[src/rtl/core/rvtrap_pkg.sv]
// Shared types, event kinds, cause codes and status bit positions for the trap unit.
// Used by every module of the trap unit; depends on nothing else.
package rvtrap_pkg;

  localparam int XLEN = 64;

  localparam logic [3:0] KIND_POLL    = 4'd0;
  localparam logic [3:0] KIND_ECALL   = 4'd1;
  localparam logic [3:0] KIND_EBREAK  = 4'd2;
  localparam logic [3:0] KIND_PFAULT  = 4'd3;
  localparam logic [3:0] KIND_ILLEGAL = 4'd4;
  localparam logic [3:0] KIND_IRQ     = 4'd5;
  localparam logic [3:0] KIND_MRET    = 4'd6;
  localparam logic [3:0] KIND_SRET    = 4'd7;
  localparam logic [3:0] KIND_STATUS  = 4'd8;

  localparam logic [3:0] CAUSE_ILLEGAL   = 4'd2;
  localparam logic [3:0] CAUSE_BREAK     = 4'd3;
  localparam logic [3:0] CAUSE_ECALL_U   = 4'd8;
  localparam logic [3:0] CAUSE_ECALL_S   = 4'd9;
  localparam logic [3:0] CAUSE_ECALL_M   = 4'd11;
  localparam logic [3:0] CAUSE_LOAD_PF   = 4'd13;
  localparam logic [3:0] CAUSE_STORE_PF  = 4'd15;
  localparam logic [3:0] CAUSE_IRQ_MEXT  = 4'd11;
  localparam logic [3:0] CAUSE_IRQ_MTIM  = 4'd7;
  localparam logic [3:0] CAUSE_IRQ_MSOFT = 4'd3;
  localparam logic [3:0] CAUSE_IRQ_SEXT  = 4'd9;
  localparam logic [3:0] CAUSE_IRQ_STIM  = 4'd5;

  localparam logic [1:0] PRIV_USER    = 2'd0;
  localparam logic [1:0] PRIV_SUPER   = 2'd1;
  localparam logic [1:0] PRIV_MACHINE = 2'd3;

  localparam int ST_SIE  = 1;
  localparam int ST_MIE  = 3;
  localparam int ST_SPIE = 5;
  localparam int ST_MPIE = 7;
  localparam int ST_SPP  = 8;
  localparam int ST_MPP_LO = 11;
  localparam int ST_MPP_HI = 12;

  localparam logic [11:0] IRQ_LINES = 12'hAA8;

  typedef struct packed {
    logic [3:0]  kind;
    logic [63:0] pc;
    logic [63:0] fault_addr;
    logic        store_fault;
    logic [31:0] inst_word;
    logic [11:0] irq_pending;
    logic [11:0] irq_enable;
    logic [63:0] sepc_value;
    logic [63:0] status_value;
  } item_t;

  typedef struct packed {
    logic [XLEN-1:0] status;
    logic [1:0]      priv;
    logic [XLEN-1:0] saved_pc;
    logic [XLEN-1:0] saved_cause;
    logic [XLEN-1:0] saved_tval;
  } arch_t;

  typedef struct packed {
    logic        int_pending;
    logic        trap_taken;
    logic [3:0]  cause_code;
    logic        intr_cause;
    logic [63:0] next_pc;
    logic [1:0]  priv_out;
  } result_t;

endpackage

[src/rtl/core/rvtrap_eval.sv]
// Combinational event evaluation: next architectural state and the result of one event.
// Depends on rvtrap_pkg.
module rvtrap_eval (
  input  rvtrap_pkg::item_t   item,
  input  rvtrap_pkg::arch_t   arch,
  output rvtrap_pkg::arch_t   arch_next,
  output logic                trap_inc,
  output rvtrap_pkg::result_t result
);

  always_comb begin
    logic [11:0]            act_now;
    logic [11:0]            act_after;
    logic                   taken;
    logic                   intr;
    logic [3:0]             code;
    logic [rvtrap_pkg::XLEN-1:0] tval;
    logic [rvtrap_pkg::XLEN-1:0] st;
    logic [rvtrap_pkg::XLEN-1:0] cause_word;
    logic [63:0]            npc;

    act_now = arch.status[rvtrap_pkg::ST_MIE] ?
              (item.irq_pending & item.irq_enable & rvtrap_pkg::IRQ_LINES) : 12'd0;
    taken = 1'b0;
    intr  = 1'b0;
    code  = 4'd0;
    tval  = '0;
    npc   = 64'd0;
    st    = arch.status;
    cause_word = '0;
    arch_next = arch;

    case (item.kind)
      rvtrap_pkg::KIND_ECALL: begin
        taken = 1'b1;
        if (arch.priv == rvtrap_pkg::PRIV_USER) begin
          code = rvtrap_pkg::CAUSE_ECALL_U;
        end else if (arch.priv == rvtrap_pkg::PRIV_SUPER) begin
          code = rvtrap_pkg::CAUSE_ECALL_S;
        end else begin
          code = rvtrap_pkg::CAUSE_ECALL_M;
        end
      end
      rvtrap_pkg::KIND_EBREAK: begin
        taken = 1'b1;
        code  = rvtrap_pkg::CAUSE_BREAK;
      end
      rvtrap_pkg::KIND_PFAULT: begin
        taken = 1'b1;
        code  = item.store_fault ? rvtrap_pkg::CAUSE_STORE_PF : rvtrap_pkg::CAUSE_LOAD_PF;
        tval  = item.fault_addr[rvtrap_pkg::XLEN-1:0];
      end
      rvtrap_pkg::KIND_ILLEGAL: begin
        taken = 1'b1;
        code  = rvtrap_pkg::CAUSE_ILLEGAL;
        tval  = rvtrap_pkg::XLEN'(item.inst_word);
      end
      rvtrap_pkg::KIND_IRQ: begin
        if (act_now != 12'd0) begin
          taken = 1'b1;
          intr  = 1'b1;
        end
        if (act_now[11]) begin
          code = rvtrap_pkg::CAUSE_IRQ_MEXT;
        end else if (act_now[7]) begin
          code = rvtrap_pkg::CAUSE_IRQ_MTIM;
        end else if (act_now[3]) begin
          code = rvtrap_pkg::CAUSE_IRQ_MSOFT;
        end else if (act_now[9]) begin
          code = rvtrap_pkg::CAUSE_IRQ_SEXT;
        end else if (act_now[5]) begin
          code = rvtrap_pkg::CAUSE_IRQ_STIM;
        end
      end
      rvtrap_pkg::KIND_MRET: begin
        st = arch.status;
        st[rvtrap_pkg::ST_MIE]  = arch.status[rvtrap_pkg::ST_MPIE];
        st[rvtrap_pkg::ST_MPIE] = 1'b0;
        st[rvtrap_pkg::ST_MPP_HI:rvtrap_pkg::ST_MPP_LO] = 2'b00;
        arch_next.status = st;
        arch_next.priv   = arch.status[rvtrap_pkg::ST_MPP_HI:rvtrap_pkg::ST_MPP_LO];
        npc = 64'(arch.saved_pc);
      end
      rvtrap_pkg::KIND_SRET: begin
        st = arch.status;
        st[rvtrap_pkg::ST_SIE]  = arch.status[rvtrap_pkg::ST_SPIE];
        st[rvtrap_pkg::ST_SPIE] = 1'b0;
        st[rvtrap_pkg::ST_SPP]  = 1'b0;
        arch_next.status = st;
        arch_next.priv   = {1'b0, arch.status[rvtrap_pkg::ST_SPP]};
        npc = 64'(item.sepc_value[rvtrap_pkg::XLEN-1:0]);
      end
      rvtrap_pkg::KIND_STATUS: begin
        arch_next.status = item.status_value[rvtrap_pkg::XLEN-1:0];
      end
      default: begin
      end
    endcase

    if (taken) begin
      st = arch.status;
      st[rvtrap_pkg::ST_MIE]  = 1'b0;
      st[rvtrap_pkg::ST_MPIE] = arch.status[rvtrap_pkg::ST_MIE];
      st[rvtrap_pkg::ST_MPP_HI:rvtrap_pkg::ST_MPP_LO] = arch.priv;
      cause_word = '0;
      cause_word[3:0] = code;
      cause_word[rvtrap_pkg::XLEN-1] = intr;
      arch_next.status      = st;
      arch_next.priv        = rvtrap_pkg::PRIV_MACHINE;
      arch_next.saved_pc    = item.pc[rvtrap_pkg::XLEN-1:0];
      arch_next.saved_cause = cause_word;
      arch_next.saved_tval  = tval;
    end

    act_after = arch_next.status[rvtrap_pkg::ST_MIE] ?
                (item.irq_pending & item.irq_enable & rvtrap_pkg::IRQ_LINES) : 12'd0;

    trap_inc            = taken;
    result.int_pending  = (act_after != 12'd0);
    result.trap_taken   = taken;
    result.cause_code   = taken ? code : 4'd0;
    result.intr_cause   = intr;
    result.next_pc      = npc;
    result.priv_out     = arch_next.priv;
  end

endmodule

[src/rtl/core/rvtrap_state.sv]
// Architectural trap state registers and the trap counter.
// Depends on rvtrap_pkg.
module rvtrap_state (
  input  logic              clk,
  input  logic              rst,
  input  logic              update,
  input  rvtrap_pkg::arch_t arch_next,
  input  logic              trap_inc,
  output rvtrap_pkg::arch_t arch
);

  logic [63:0] trap_total;

  always_ff @(posedge clk) begin
    if (rst) begin
      arch.status      <= '0;
      arch.priv        <= rvtrap_pkg::PRIV_MACHINE;
      arch.saved_pc    <= '0;
      arch.saved_cause <= '0;
      arch.saved_tval  <= '0;
      trap_total       <= 64'd0;
    end else if (update) begin
      arch <= arch_next;
      if (trap_inc) begin
        trap_total <= trap_total + 64'd1;
      end
    end
  end

endmodule

[src/rtl/core/riscv_trap_and_interrupt_unit.sv]
// Top level of the trap unit: input register, event evaluation, state and result register.
// Depends on rvtrap_pkg, rvtrap_eval and rvtrap_state.
//
//   Channel   Handshake              Payload
//   in        in_valid / in_stall    kind, pc, fault_addr, store_fault, inst_word,
//                                    irq_pending, irq_enable, sepc_value, status_value
//   out       out_valid / out_stall  int_pending, trap_taken, cause_code,
//                                    intr_cause, next_pc, priv_out
//
// One event per cycle while the result is not stalled; each event is captured in the input
// register, evaluated combinationally and its result captured in the result register.
// Reset is synchronous and returns the state to machine mode with all words cleared.
// A stalled result holds in the result register while the input register still takes
// one more event.
module riscv_trap_and_interrupt_unit (
  input  logic        clk,
  input  logic        rst,
  input  logic        in_valid,
  output logic        in_stall,
  input  logic [3:0]  kind,
  input  logic [63:0] pc,
  input  logic [63:0] fault_addr,
  input  logic        store_fault,
  input  logic [31:0] inst_word,
  input  logic [11:0] irq_pending,
  input  logic [11:0] irq_enable,
  input  logic [63:0] sepc_value,
  input  logic [63:0] status_value,
  output logic        out_valid,
  input  logic        out_stall,
  output logic        int_pending,
  output logic        trap_taken,
  output logic [3:0]  cause_code,
  output logic        intr_cause,
  output logic [63:0] next_pc,
  output logic [1:0]  priv_out
);

  rvtrap_pkg::item_t   item;
  logic                item_valid;
  rvtrap_pkg::arch_t   arch;
  rvtrap_pkg::arch_t   arch_next;
  logic                trap_inc;
  rvtrap_pkg::result_t result;
  rvtrap_pkg::result_t result_reg;
  logic                advance;

  assign advance  = item_valid && (!out_valid || !out_stall);
  assign in_stall = item_valid && !advance;

  always_ff @(posedge clk) begin
    if (rst) begin
      item_valid <= 1'b0;
    end else if (!in_stall) begin
      item_valid <= in_valid;
    end
  end

  always_ff @(posedge clk) begin
    if (in_valid && !in_stall) begin
      item <= '{kind: kind, pc: pc, fault_addr: fault_addr, store_fault: store_fault,
                inst_word: inst_word, irq_pending: irq_pending, irq_enable: irq_enable,
                sepc_value: sepc_value, status_value: status_value};
    end
  end

  rvtrap_eval u_eval (
    .item      (item),
    .arch      (arch),
    .arch_next (arch_next),
    .trap_inc  (trap_inc),
    .result    (result)
  );

  rvtrap_state u_state (
    .clk       (clk),
    .rst       (rst),
    .update    (advance),
    .arch_next (arch_next),
    .trap_inc  (trap_inc),
    .arch      (arch)
  );

  always_ff @(posedge clk) begin
    if (rst) begin
      out_valid <= 1'b0;
    end else if (advance) begin
      out_valid <= 1'b1;
    end else if (!out_stall) begin
      out_valid <= 1'b0;
    end
  end

  always_ff @(posedge clk) begin
    if (advance) begin
      result_reg <= result;
    end
  end

  assign int_pending  = result_reg.int_pending;
  assign trap_taken   = result_reg.trap_taken;
  assign cause_code   = result_reg.cause_code;
  assign intr_cause   = result_reg.intr_cause;
  assign next_pc      = result_reg.next_pc;
  assign priv_out     = result_reg.priv_out;

endmodule

[config.mk]
export PLATFORM = sky130hd
export DESIGN_NAME = riscv_trap_and_interrupt_unit
export DESIGN_NICKNAME = d
export VERILOG_FILES = /design/src/rtl/core/rvtrap_pkg.sv /design/src/rtl/core/rvtrap_eval.sv /design/src/rtl/core/rvtrap_state.sv /design/src/rtl/core/riscv_trap_and_interrupt_unit.sv
export SDC_FILE = /design/constraint.sdc
export NUM_CORES = 1
export LEC_CHECK = 0
export BUFFER_PORTS_ARGS = -buffer_cell sky130_fd_sc_hd__buf_2
export CAP_MARGIN = 20
export CELL_PAD_IN_SITES_DETAIL_PLACEMENT = 1
export CELL_PAD_IN_SITES_GLOBAL_PLACEMENT = 1
export CORE_MARGIN = 5
export CORE_UTILIZATION = 44
export CTS_CLUSTER_SIZE = 8
export DETAILED_ROUTE_END_ITERATION = 10
export PLACE_DENSITY = 0.84
export SYNTH_ARGS = -nofsm -noshare
export SYNTH_HDL_FRONTEND = slang
export SYNTH_HIERARCHICAL = 1
export SYNTH_SLANG_ARGS = --single-unit
[constraint.sdc]
create_clock -name clk -period 15.6 [get_ports clk]
set_clock_uncertainty 0.15 [all_clocks]
set_input_delay 0.78 -clock clk [delete_from_list [all_inputs] [get_ports clk]]
set_output_delay 0.78 -clock clk [all_outputs]
set_load 0.03 [all_outputs]
==> results.json, run 1 <==
{
  "setup.worst_path.end_class": "flip-flop",
  "syn-instance-count": 752,
  "design.die.area_mm2": 0.03038,
  "drive_above_1_share_pct": 35.63,
  "port_buffers": 226,
  "worstPathRequired_ps": 15800,
  "min_clock_period_post_route_ps": 3826,
  "critical_path.max_stage_delay_ps": 730,
  "grt_most_used_layer": "met2",
  "fin_hold_ws_ps": 285.7,
  "initialDrtViolationCount": 281,
  "path_class": "flip-flop to flip-flop",
  "mostFrequentLayoutCell": "sky130_fd_sc_hd__buf_2",
  "syn_area_per_cell_um2": 15.79,
  "postSynthNetCount": 1073,
  "tritoncts": "done",
  "gpl.final_weighted_congestion": 0.7630,
  "cts_buffers": 42,
  "crit_fanout": 36,
  "route.detailed.wl_per_inst_um": 20.87,
  "nets": 1292,
  "reg2reg_setup_slack_ps": 11770,
  "hold_viol_final": 0,
  "die_height_um": 174.3,
  "vdd.ir_drop.worst_mv": 0.08532,
  "antenna_found_initial": 7,
  "clk_path_buf_depth": 3,
  "io_pins": 396,
  "cp-start-kind": "flip-flop",
  "insertion_delay_ps": 520,
  "grt-ovfl-total": 0,
  "filler_cell_count": 2589,
  "flow.area_growth_from_synthesis_pct": 19.99,
  "rows": 60,
  "netlist_area_mm2": 0.01188,
  "first_global_vias": 7758,
  "fmax_mhz": 261.3,
  "fin_crit_sh_pct": 24.53,
  "routed_wirelength_mm": 28.05,
  "viasPerCell": 5.103,
  "clock-sinks": 294,
  "met2_usage_pct": 32.28,
  "setup_tns_ps": 0,
  "cts.hold.buffers_added": 0,
  "post_cts.repair.setup_buffers": 0,
  "slew_headroom_pct": 33.38,
  "final-max-slew-violation-count": 0,
  "cts.repair.resized": 0,
  "p_per_area_mw_per_mm2": 132.5,
  "min_path_type": "input port to flip-flop",
  "dr_total_vias": 6859,
  "core_mm2": 0.02680,
  "drc": 0,
  "clockRootBuffer": "sky130_fd_sc_hd__clkbuf_16",
  "rsz_0062_raised_after_global_routing": "no",
  "grt_first_pass_wirelength_mm": 43.77,
  "number_of_nets_with_antenna_violations_after_detailed_routing": 0,
  "report.final.setup_viol": 0,
  "commonest_cells_after_routing_fill_and_taps_aside": "sky130_fd_sc_hd__buf_2 (225), sky130_fd_sc_hd__edfxtp_1 (221), sky130_fd_sc_hd__nor2_1 (139)",
  "post_dp_hpwl_mm": 16.48,
  "drtPass1Iterations": 4,
  "cts_htree_levels": 2,
  "worst-slew-pin-transition_ps": 999.3,
  "worst_ep_arrival_time_ps": 4030,
  "worst_setup_hold_path_clk_slew_ps": 50,
  "yosys_warnings": 6,
  "die_width_um": 174.3,
  "run_status": "completed",
  "floorplan.initialDensity_pct": 44.31,
  "cellLeakagePower_nw": 5.638,
  "gr-usage-met3_pct": 5.133,
  "cap_violations": 0,
  "crit_path_top_delay_cell": "sky130_fd_sc_hd__buf_4",
  "grt_usage_pct": 18.17,
  "grt_start_max_net_pins": 149,
  "cell_seen_most_often_among_critical_path_stages": "sky130_fd_sc_hd__buf_4",
  "globalRouteMet1Util_pct": 21.44,
  "crit_path_cell_trace": "buf_4 > nand3b_1 > a211oi_2 > nor2b_1 > inv_4 > buf_4 > mux2_4 > mux2i_1 > nor2_1"
}
-- flip-flops by register name, summed over array words and instances (netlist names) --
register and cells:
item 148, u_state/arch 71, next_pc 64, cause_code 4, priv_out 2, int_pending 1, intr_cause 1, item_valid 1
out_valid 1, trap_taken 1
-- worst paths after layout --
path	from	endpoint	cells past startpoint
hold reg to reg	u_state/arch[130]$_SDFFE_PP0P_	u_state/arch[130]$_SDFFE_PP0P_	2
setup reg to reg	item[313]$_DFFE_PP_	u_state/arch[143]$_SDFFE_PP0P_	9
setup / recovery	item[313]$_DFFE_PP_	u_state/arch[143]$_SDFFE_PP0P_	9
hold / removal	sepc_value[16]	item[80]$_DFFE_PP_	1
-- cell type report --
cell class	instances	area, um2	share of cell area [%]
antenna	1	2.502	0.01756
clock buffer	73	1199	8.412
clock inverter	2	28.78	0.2019
inverter	4	17.52	0.1229
multi-input combinational	395	3272	22.96
sequential	294	8098	56.83
tap	341	426.7	2.994
timing repair buffer	234	1206	8.464
-- routing by layer --
| metal | vias to the layer above | share of wire [%] |
|---|---|---|
| met5 | - | 0.25 |
| met4 | 12 | 2.1 |
| met3 | 57 | 6.1 |
| met2 | 206 | 51 |
| met1 | 3418 | 40 |
| li1 | 3166 | - |
-- power breakdown --
group / switching [mW] / leakage, nW / internal [mW]
registers: 0.0162 / 2.69 / 0.884
logic: 0.0850 / 2.36 / 0.0610
clock network: 0.323 / 0.586 / 0.518
-- through the flow --
| stage | area [um2] | power [mW] | utilization, % | setup slack, ps | instances |
|---|---|---|---|---|---|
| floorplan | 11880 | 1.024 | - | 7602 | 752 |
| global placement | 13020 | 1.055 | 48.58 | 11860 | 1268 |
| detailed placement | 13020 | 1.062 | 48.58 | 11780 | 1268 |
| CTS | 14250 | 1.914 | 53.16 | 11740 | 1343 |
| global route | 14250 | 1.963 | 53.17 | 11520 | 1344 |
| finish | 14250 | 1.887 | 53.17 | 11770 | 1344 |
-- worst max-delay path: cells and delay by family, from the launching register on --
family,cells,cell delay (ps)
simple gates,3,510
flops,1,360
compound gates,1,260
mux,2,560
buf+inv,3,1780
(Power assumes the default switching activity.)
==> inputs of run 2 (changes only) <==
clock period = 3.3 ns   (was 15.6 ns; I/O delays follow)
==> run 2 against run 1 <==
Die area unchanged. Sequential power increased to 4.7 times the previous value. Cell count increased by 12%. Clock power increased to 4.8 times the previous value. Via count increased by 12%. Critical path type unchanged. Largest cell class unchanged. Highest routed layer unchanged.
==> results.json, run 2 (same netlist as run 1, synthesis figures left out) <==
{
  "min_path_type": "input port to flip-flop",
  "drc": 0,
  "first_global_vias": 8818,
  "worstPathRequired_ps": 3500,
  "number_of_nets_with_antenna_violations_after_detailed_routing": 0,
  "routed_wirelength_mm": 33.38,
  "flip_flop_count_of_the_largest_register_after_layout": 148,
  "crit_path_cell_trace": "a222oi_1 > a211oi_2 > nor2b_1 > inv_4 > buf_12 > mux2_4 > mux2i_1 > nor2_1",
  "path_class": "flip-flop to flip-flop",
  "clock-sinks": 294,
  "route.detailed.wl_per_inst_um": 22.27,
  "p_per_area_mw_per_mm2": 577.8,
  "cellLeakagePower_nw": 6.295,
  "rows": 60,
  "viasPerCell": 5.103,
  "floorplan.initialDensity_pct": 44.31,
  "clockRootBuffer": "sky130_fd_sc_hd__clkbuf_16",
  "die_height_um": 174.3,
  "report.final.setup_viol": 0,
  "final_cell_count_no_fill": 1499,
  "vdd.ir_drop.worst_mv": 0.4639,
  "path_buf_inv": 2,
  "worst_setup_hold_path_clk_slew_ps": 50,
  "gpl.final_weighted_congestion": 0.7326,
  "worst_ep_arrival_time_ps": 3020,
  "max_flop_register": "item",
  "grt_first_pass_wirelength_mm": 51.15,
  "min_clock_period_post_route_ps": 2811,
  "cap_violations": 0,
  "core_occupancy_in_the_finished_layout_pct": 59.03,
  "drtPass1Iterations": 4,
  "drive_above_1_share_pct": 31.37,
  "slew_headroom_pct": 33.75,
  "tritoncts": "done",
  "grt-ovfl-total": 0,
  "pre_cts_ws_ps": 516.0,
  "clk_path_buf_depth": 3,
  "worst-slew-pin-transition_ps": 993.7,
  "fmax_mhz": 355.7,
  "io_pins": 396,
  "grt_start_max_net_pins": 91,
  "nets": 1447,
  "grt_usage_pct": 21.60,
  "die_width_um": 174.3,
  "fin_hold_ws_ps": 71.65,
  "post_cts.repair.setup_buffers": 0,
  "dr_total_vias": 7650,
  "fin_crit_sh_pct": 85.19,
  "cts_buffers": 42,
  "setup.worst_path.end_class": "flip-flop",
  "cts_htree_levels": 2,
  "insertion_delay_ps": 520,
  "initialDrtViolationCount": 430,
  "filler_cell_count": 2571,
  "final-max-slew-violation-count": 0,
  "commonest_cells_after_routing_fill_and_taps_aside": "sky130_fd_sc_hd__buf_2 (225), sky130_fd_sc_hd__edfxtp_1 (221), sky130_fd_sc_hd__dlygate4sd3_1 (150)",
  "post_dp_hpwl_mm": 17.04,
  "port_buffers": 226,
  "cts.repair.resized": 0,
  "placed_cells_incl_taps": 1273,
  "run_status": "completed",
  "design.die.area_mm2": 0.03038,
  "hold_viol_final": 0,
  "flow.area_growth_from_synthesis_pct": 33.21,
  "rsz_0062_raised_after_global_routing": "no",
  "critical_path.max_stage_delay_ps": 610,
  "cp-start-kind": "flip-flop",
  "final_critical_path_setup_slack_ps": 488.6,
  "crit_path_top_delay_cell": "sky130_fd_sc_hd__a222oi_1",
  "antenna_found_initial": 3,
  "worst_path_dominant_cell_family": "compound AO/OA/AOI/OAI gates",
  "core_mm2": 0.02680,
  "power.total_mw": 9.141,
  "mostFrequentLayoutCell": "sky130_fd_sc_hd__buf_2",
  "crit_fanout": 67
}
## run 2: what timing repair did
action	in CTS	in global routing
setup endpoints to repair	0	0
hold buffers	150	0
hold endpoints to repair	152	0
## run 2: path summary, 6_finish.rpt
path | from | end | slack [ps] | cells past startpoint
max | item[143]$_DFFE_PP_ | u_state/arch[148]$_SDFFE_PP0P_ | 490 | 8
min | rst | u_state/arch[131]$_SDFFE_PP0P_ | 70 | 2
max reg2reg | item[143]$_DFFE_PP_ | u_state/arch[148]$_SDFFE_PP0P_ | 490 | 8
min reg2reg | u_state/arch[184]$_SDFFE_PP0P_ | u_state/arch[184]$_SDFFE_PP0P_ | 370 | 2
## run 2: per-stage QoR
| step | cell area (um2) | TNS [ps] |
|---|---|---|
| after floorplan | 11900 | -25020 |
| after global placement | 13110 | 0 |
| after detailed placement | 13110 | 0 |
| after CTS | 15820 | 0 |
| after global routing | 15820 | 0 |
| final | 15820 | 0 |
## run 2: area by class of cell
| class | instances | area (um2) | share of cell area, % |
|---|---|---|---|
| diodes | 1 | 2.502 | 0.01582 |
| clock buffers | 72 | 1174 | 7.419 |
| clock inverters | 3 | 33.78 | 0.2135 |
| inverters | 4 | 17.52 | 0.1107 |
| multi-input cells | 395 | 3272 | 20.68 |
| flip-flops and latches | 294 | 8099 | 51.19 |
| well taps | 341 | 426.7 | 2.697 |
| repair buffers | 389 | 2795 | 17.67 |
## run 2: layer usage
metal  vias up  share of wire, %  GRT usage [%]
li1       3480                 -              -
met1      3850                38          23.97
met2       241                54          40.47
met3        75               4.8          4.545
met4         4               3.2          8.017
met5         -             0.066              0
## run 2: power by group
part | total [mW] | switching [mW] | leakage (nW) | internal (mW)
Clock | 4.01 | 1.61 | 0.575 | 2.40
Combinational | 0.865 | 0.450 | 3.02 | 0.415
Sequential | 4.26 | 0.0863 | 2.70 | 4.18
==> inputs of run 3 (changes only) <==
RECOVER_POWER = 100   (was not set)
==> run 3 against run 2 <==
Highest routed layer unchanged. Combinational power is 7.7% lower. Sequential power hardly changed. Setup slack got worse by 110 ps. The flow now finishes with violations (max-capacitance violations, max-slew violations). Via count rose by 0.18%.
==> results.json, run 3 (same netlist as run 1, synthesis figures left out) <==
{
  "worst-slew-pin-transition_ps": 1836,
  "cp-start-kind": "flip-flop",
  "detailroute.wirelength.met3_mm": 1.587,
  "failing_checks": "max-capacitance violations, max-slew violations",
  "core_occupancy_in_the_finished_layout_pct": 57.56,
  "crit_path_top_delay_cell": "sky130_fd_sc_hd__clkbuf_2",
  "rsz_0062_raised_after_global_routing": "no",
  "mostFrequentLayoutCell": "sky130_fd_sc_hd__edfxtp_1",
  "slew_headroom_pct": -22.40,
  "drive_above_1_share_pct": 17.03,
  "worst_path_dominant_cell_family": "buffers and inverters",
  "vdd.ir_drop.worst_mv": 0.4641,
  "design.die.area_mm2": 0.03038,
  "grt_usage_pct": 21.60,
  "die_width_um": 174.3,
  "port_buffers": 226,
  "setup.worst_path.end_class": "flip-flop",
  "max_flop_register": "item",
  "drc": 0,
  "clock-sinks": 294,
  "share_seq_of_total_power_pct": 47.0,
  "cts_htree_levels": 2,
  "io_pins": 396,
  "cap_violations": 2,
  "path_buf_inv": 1,
  "crit_path_cell_trace": "clkbuf_2 > nor2_1 > a221o_1",
  "clk_path_buf_depth": 3,
  "crit_fanout": 47,
  "cts.hold.buffers_added": 150,
  "pwr-share-clk_pct": 44.2,
  "nets": 1447,
  "number_of_nets_with_antenna_violations_after_detailed_routing": 0,
  "viasPerCell": 5.113,
  "min_clock_period_post_route_ps": 2922,
  "worstPathRequired_ps": 3410,
  "post_dp_hpwl_mm": 17.04,
  "power.internal_mw": 6.939,
  "hold_viol_final": 0,
  "post_cts.repair.setup_buffers": 0,
  "antenna_found_initial": 3,
  "final_critical_path_setup_slack_ps": 377.6,
  "filler_cell_count": 2672,
  "commonest_cells_after_routing_fill_and_taps_aside": "sky130_fd_sc_hd__edfxtp_1 (221), sky130_fd_sc_hd__dlygate4sd3_1 (150), sky130_fd_sc_hd__clkbuf_1 (143)",
  "route.layer.met1.wl_mm": 12.70,
  "met2_length_mm": 18.18,
  "insertion_delay_ps": 520,
  "grt-ovfl-total": 0,
  "grt_first_pass_wirelength_mm": 51.15,
  "first_global_vias": 8818,
  "routed_wirelength_mm": 33.48,
  "rows": 60,
  "p_per_area_mw_per_mm2": 588.8,
  "cts_buffers": 42,
  "gpl.final_weighted_congestion": 0.7326,
  "dr_total_vias": 7664,
  "cellLeakagePower_nw": 5.919,
  "tritoncts": "done",
  "fin_hold_ws_ps": 50.98,
  "initialDrtViolationCount": 424,
  "clockRootBuffer": "sky130_fd_sc_hd__clkbuf_16",
  "run_status": "finished with violations",
  "route.detailed.wl_per_inst_um": 22.33,
  "flow.area_growth_from_synthesis_pct": 29.89,
  "core_mm2": 0.02680,
  "sw_frac_of_total_pct": 23.60,
  "fin_crit_sh_pct": 88.56,
  "final-max-slew-violation-count": 107,
  "fmax_mhz": 342.2,
  "grt_start_max_net_pins": 91,
  "top_layer": "met5",
  "critical_path.max_stage_delay_ps": 1370,
  "power_switching_mw": 2.144,
  "floorplan.initialDensity_pct": 44.31,
  "die_height_um": 174.3,
  "pre_cts_ws_ps": 516.0,
  "cts.repair.resized": 0,
  "comb_power_share_pct": 8.8,
  "min_path_type": "input port to flip-flop",
  "path_class": "flip-flop to flip-flop",
  "flip_flop_count_of_the_largest_register_after_layout": 148,
  "report.final.setup_viol": 0,
  "worst_ep_arrival_time_ps": 3030,
  "drtPass1Iterations": 5,
  "worst_setup_hold_path_clk_slew_ps": 60
}
==> run 3: changes by cell type in the layout (fill, tap and decap cells not counted), moves of 2 or more <==
cell and change:
sky130_fd_sc_hd__mux2_1 +48, sky130_fd_sc_hd__mux2_4 -48, sky130_fd_sc_hd__buf_12 -2, sky130_fd_sc_hd__clkbuf_1 +114, sky130_fd_sc_hd__buf_2 -115, sky130_fd_sc_hd__clkbuf_2 +8
sky130_fd_sc_hd__buf_4 -6
==> run 3: power groups by stage <==
| stage | Combinational (mW) | Clock (mW) | Sequential (mW) |
|---|---|---|---|
| after floorplan | 0.418 | 0 | 4.40 |
| after global placement | 0.681 | 0 | 4.31 |
| after detailed placement | 0.704 | 0 | 4.33 |
| after CTS | 0.854 | 4.03 | 4.26 |
| after global routing | 0.851 | 4.27 | 4.28 |
| final | 0.798 | 4.02 | 4.27 |
==> run 3: worst reg2reg max path: cells and delay by family, from the launching register on <==
| kind | cells | cell delay [ps] |
|---|---|---|
| compound gates | 1 | 400 |
| simple gates | 1 | 170 |
| buf+inv | 1 | 1380 |
| flops | 1 | 570 |
==> run 3: final cells by class <==
cell class | count | area [um2] | share of cell area (%)
flip-flops and latches | 294 | 8099 | 52.50
multi-input cells | 395 | 3063 | 19.86
repair buffers | 389 | 2610 | 16.92
clock buffers | 72 | 1174 | 7.608
well taps | 341 | 426.7 | 2.766
clock inverters | 3 | 33.78 | 0.2190
inverters | 4 | 17.52 | 0.1136
diodes | 1 | 2.502 | 0.01622
==> run 3: metrics by stage <==
| stage | TNS, ps | power (mW) | std cells | instance area [um2] |
|---|---|---|---|---|
| after floorplan | -25020 | 4.820 | 752 | 11900 |
| after global placement | 0 | 4.995 | 1273 | 13110 |
| after detailed placement | 0 | 5.031 | 1273 | 13110 |
| after CTS | 0 | 9.139 | 1498 | 15820 |
| after global routing | 0 | 9.405 | 1499 | 15430 |
| final | 0 | 9.083 | 1499 | 15430 |
==> run 3: final timing paths <==
check                                      start                             end  slack [ps]  depth (start not counted)
setup / recovery             item[313]$_DFFE_PP_         cause_code[1]$_DFFE_PP_         380                          3
hold / removal                               rst  u_state/arch[131]$_SDFFE_PP0P_          50                          2
setup reg to reg             item[313]$_DFFE_PP_         cause_code[1]$_DFFE_PP_         380                          3
hold reg to reg   u_state/arch[184]$_SDFFE_PP0P_  u_state/arch[184]$_SDFFE_PP0P_         370                          2
==> run 3: layer usage <==
| layer | up-vias | GRT usage (%) |
|---|---|---|
| met5 | - | 0 |
| met4 | 4 | 8.017 |
| met3 | 71 | 4.545 |
| met2 | 245 | 40.47 |
| met1 | 3861 | 23.97 |
| li1 | 3483 | - |
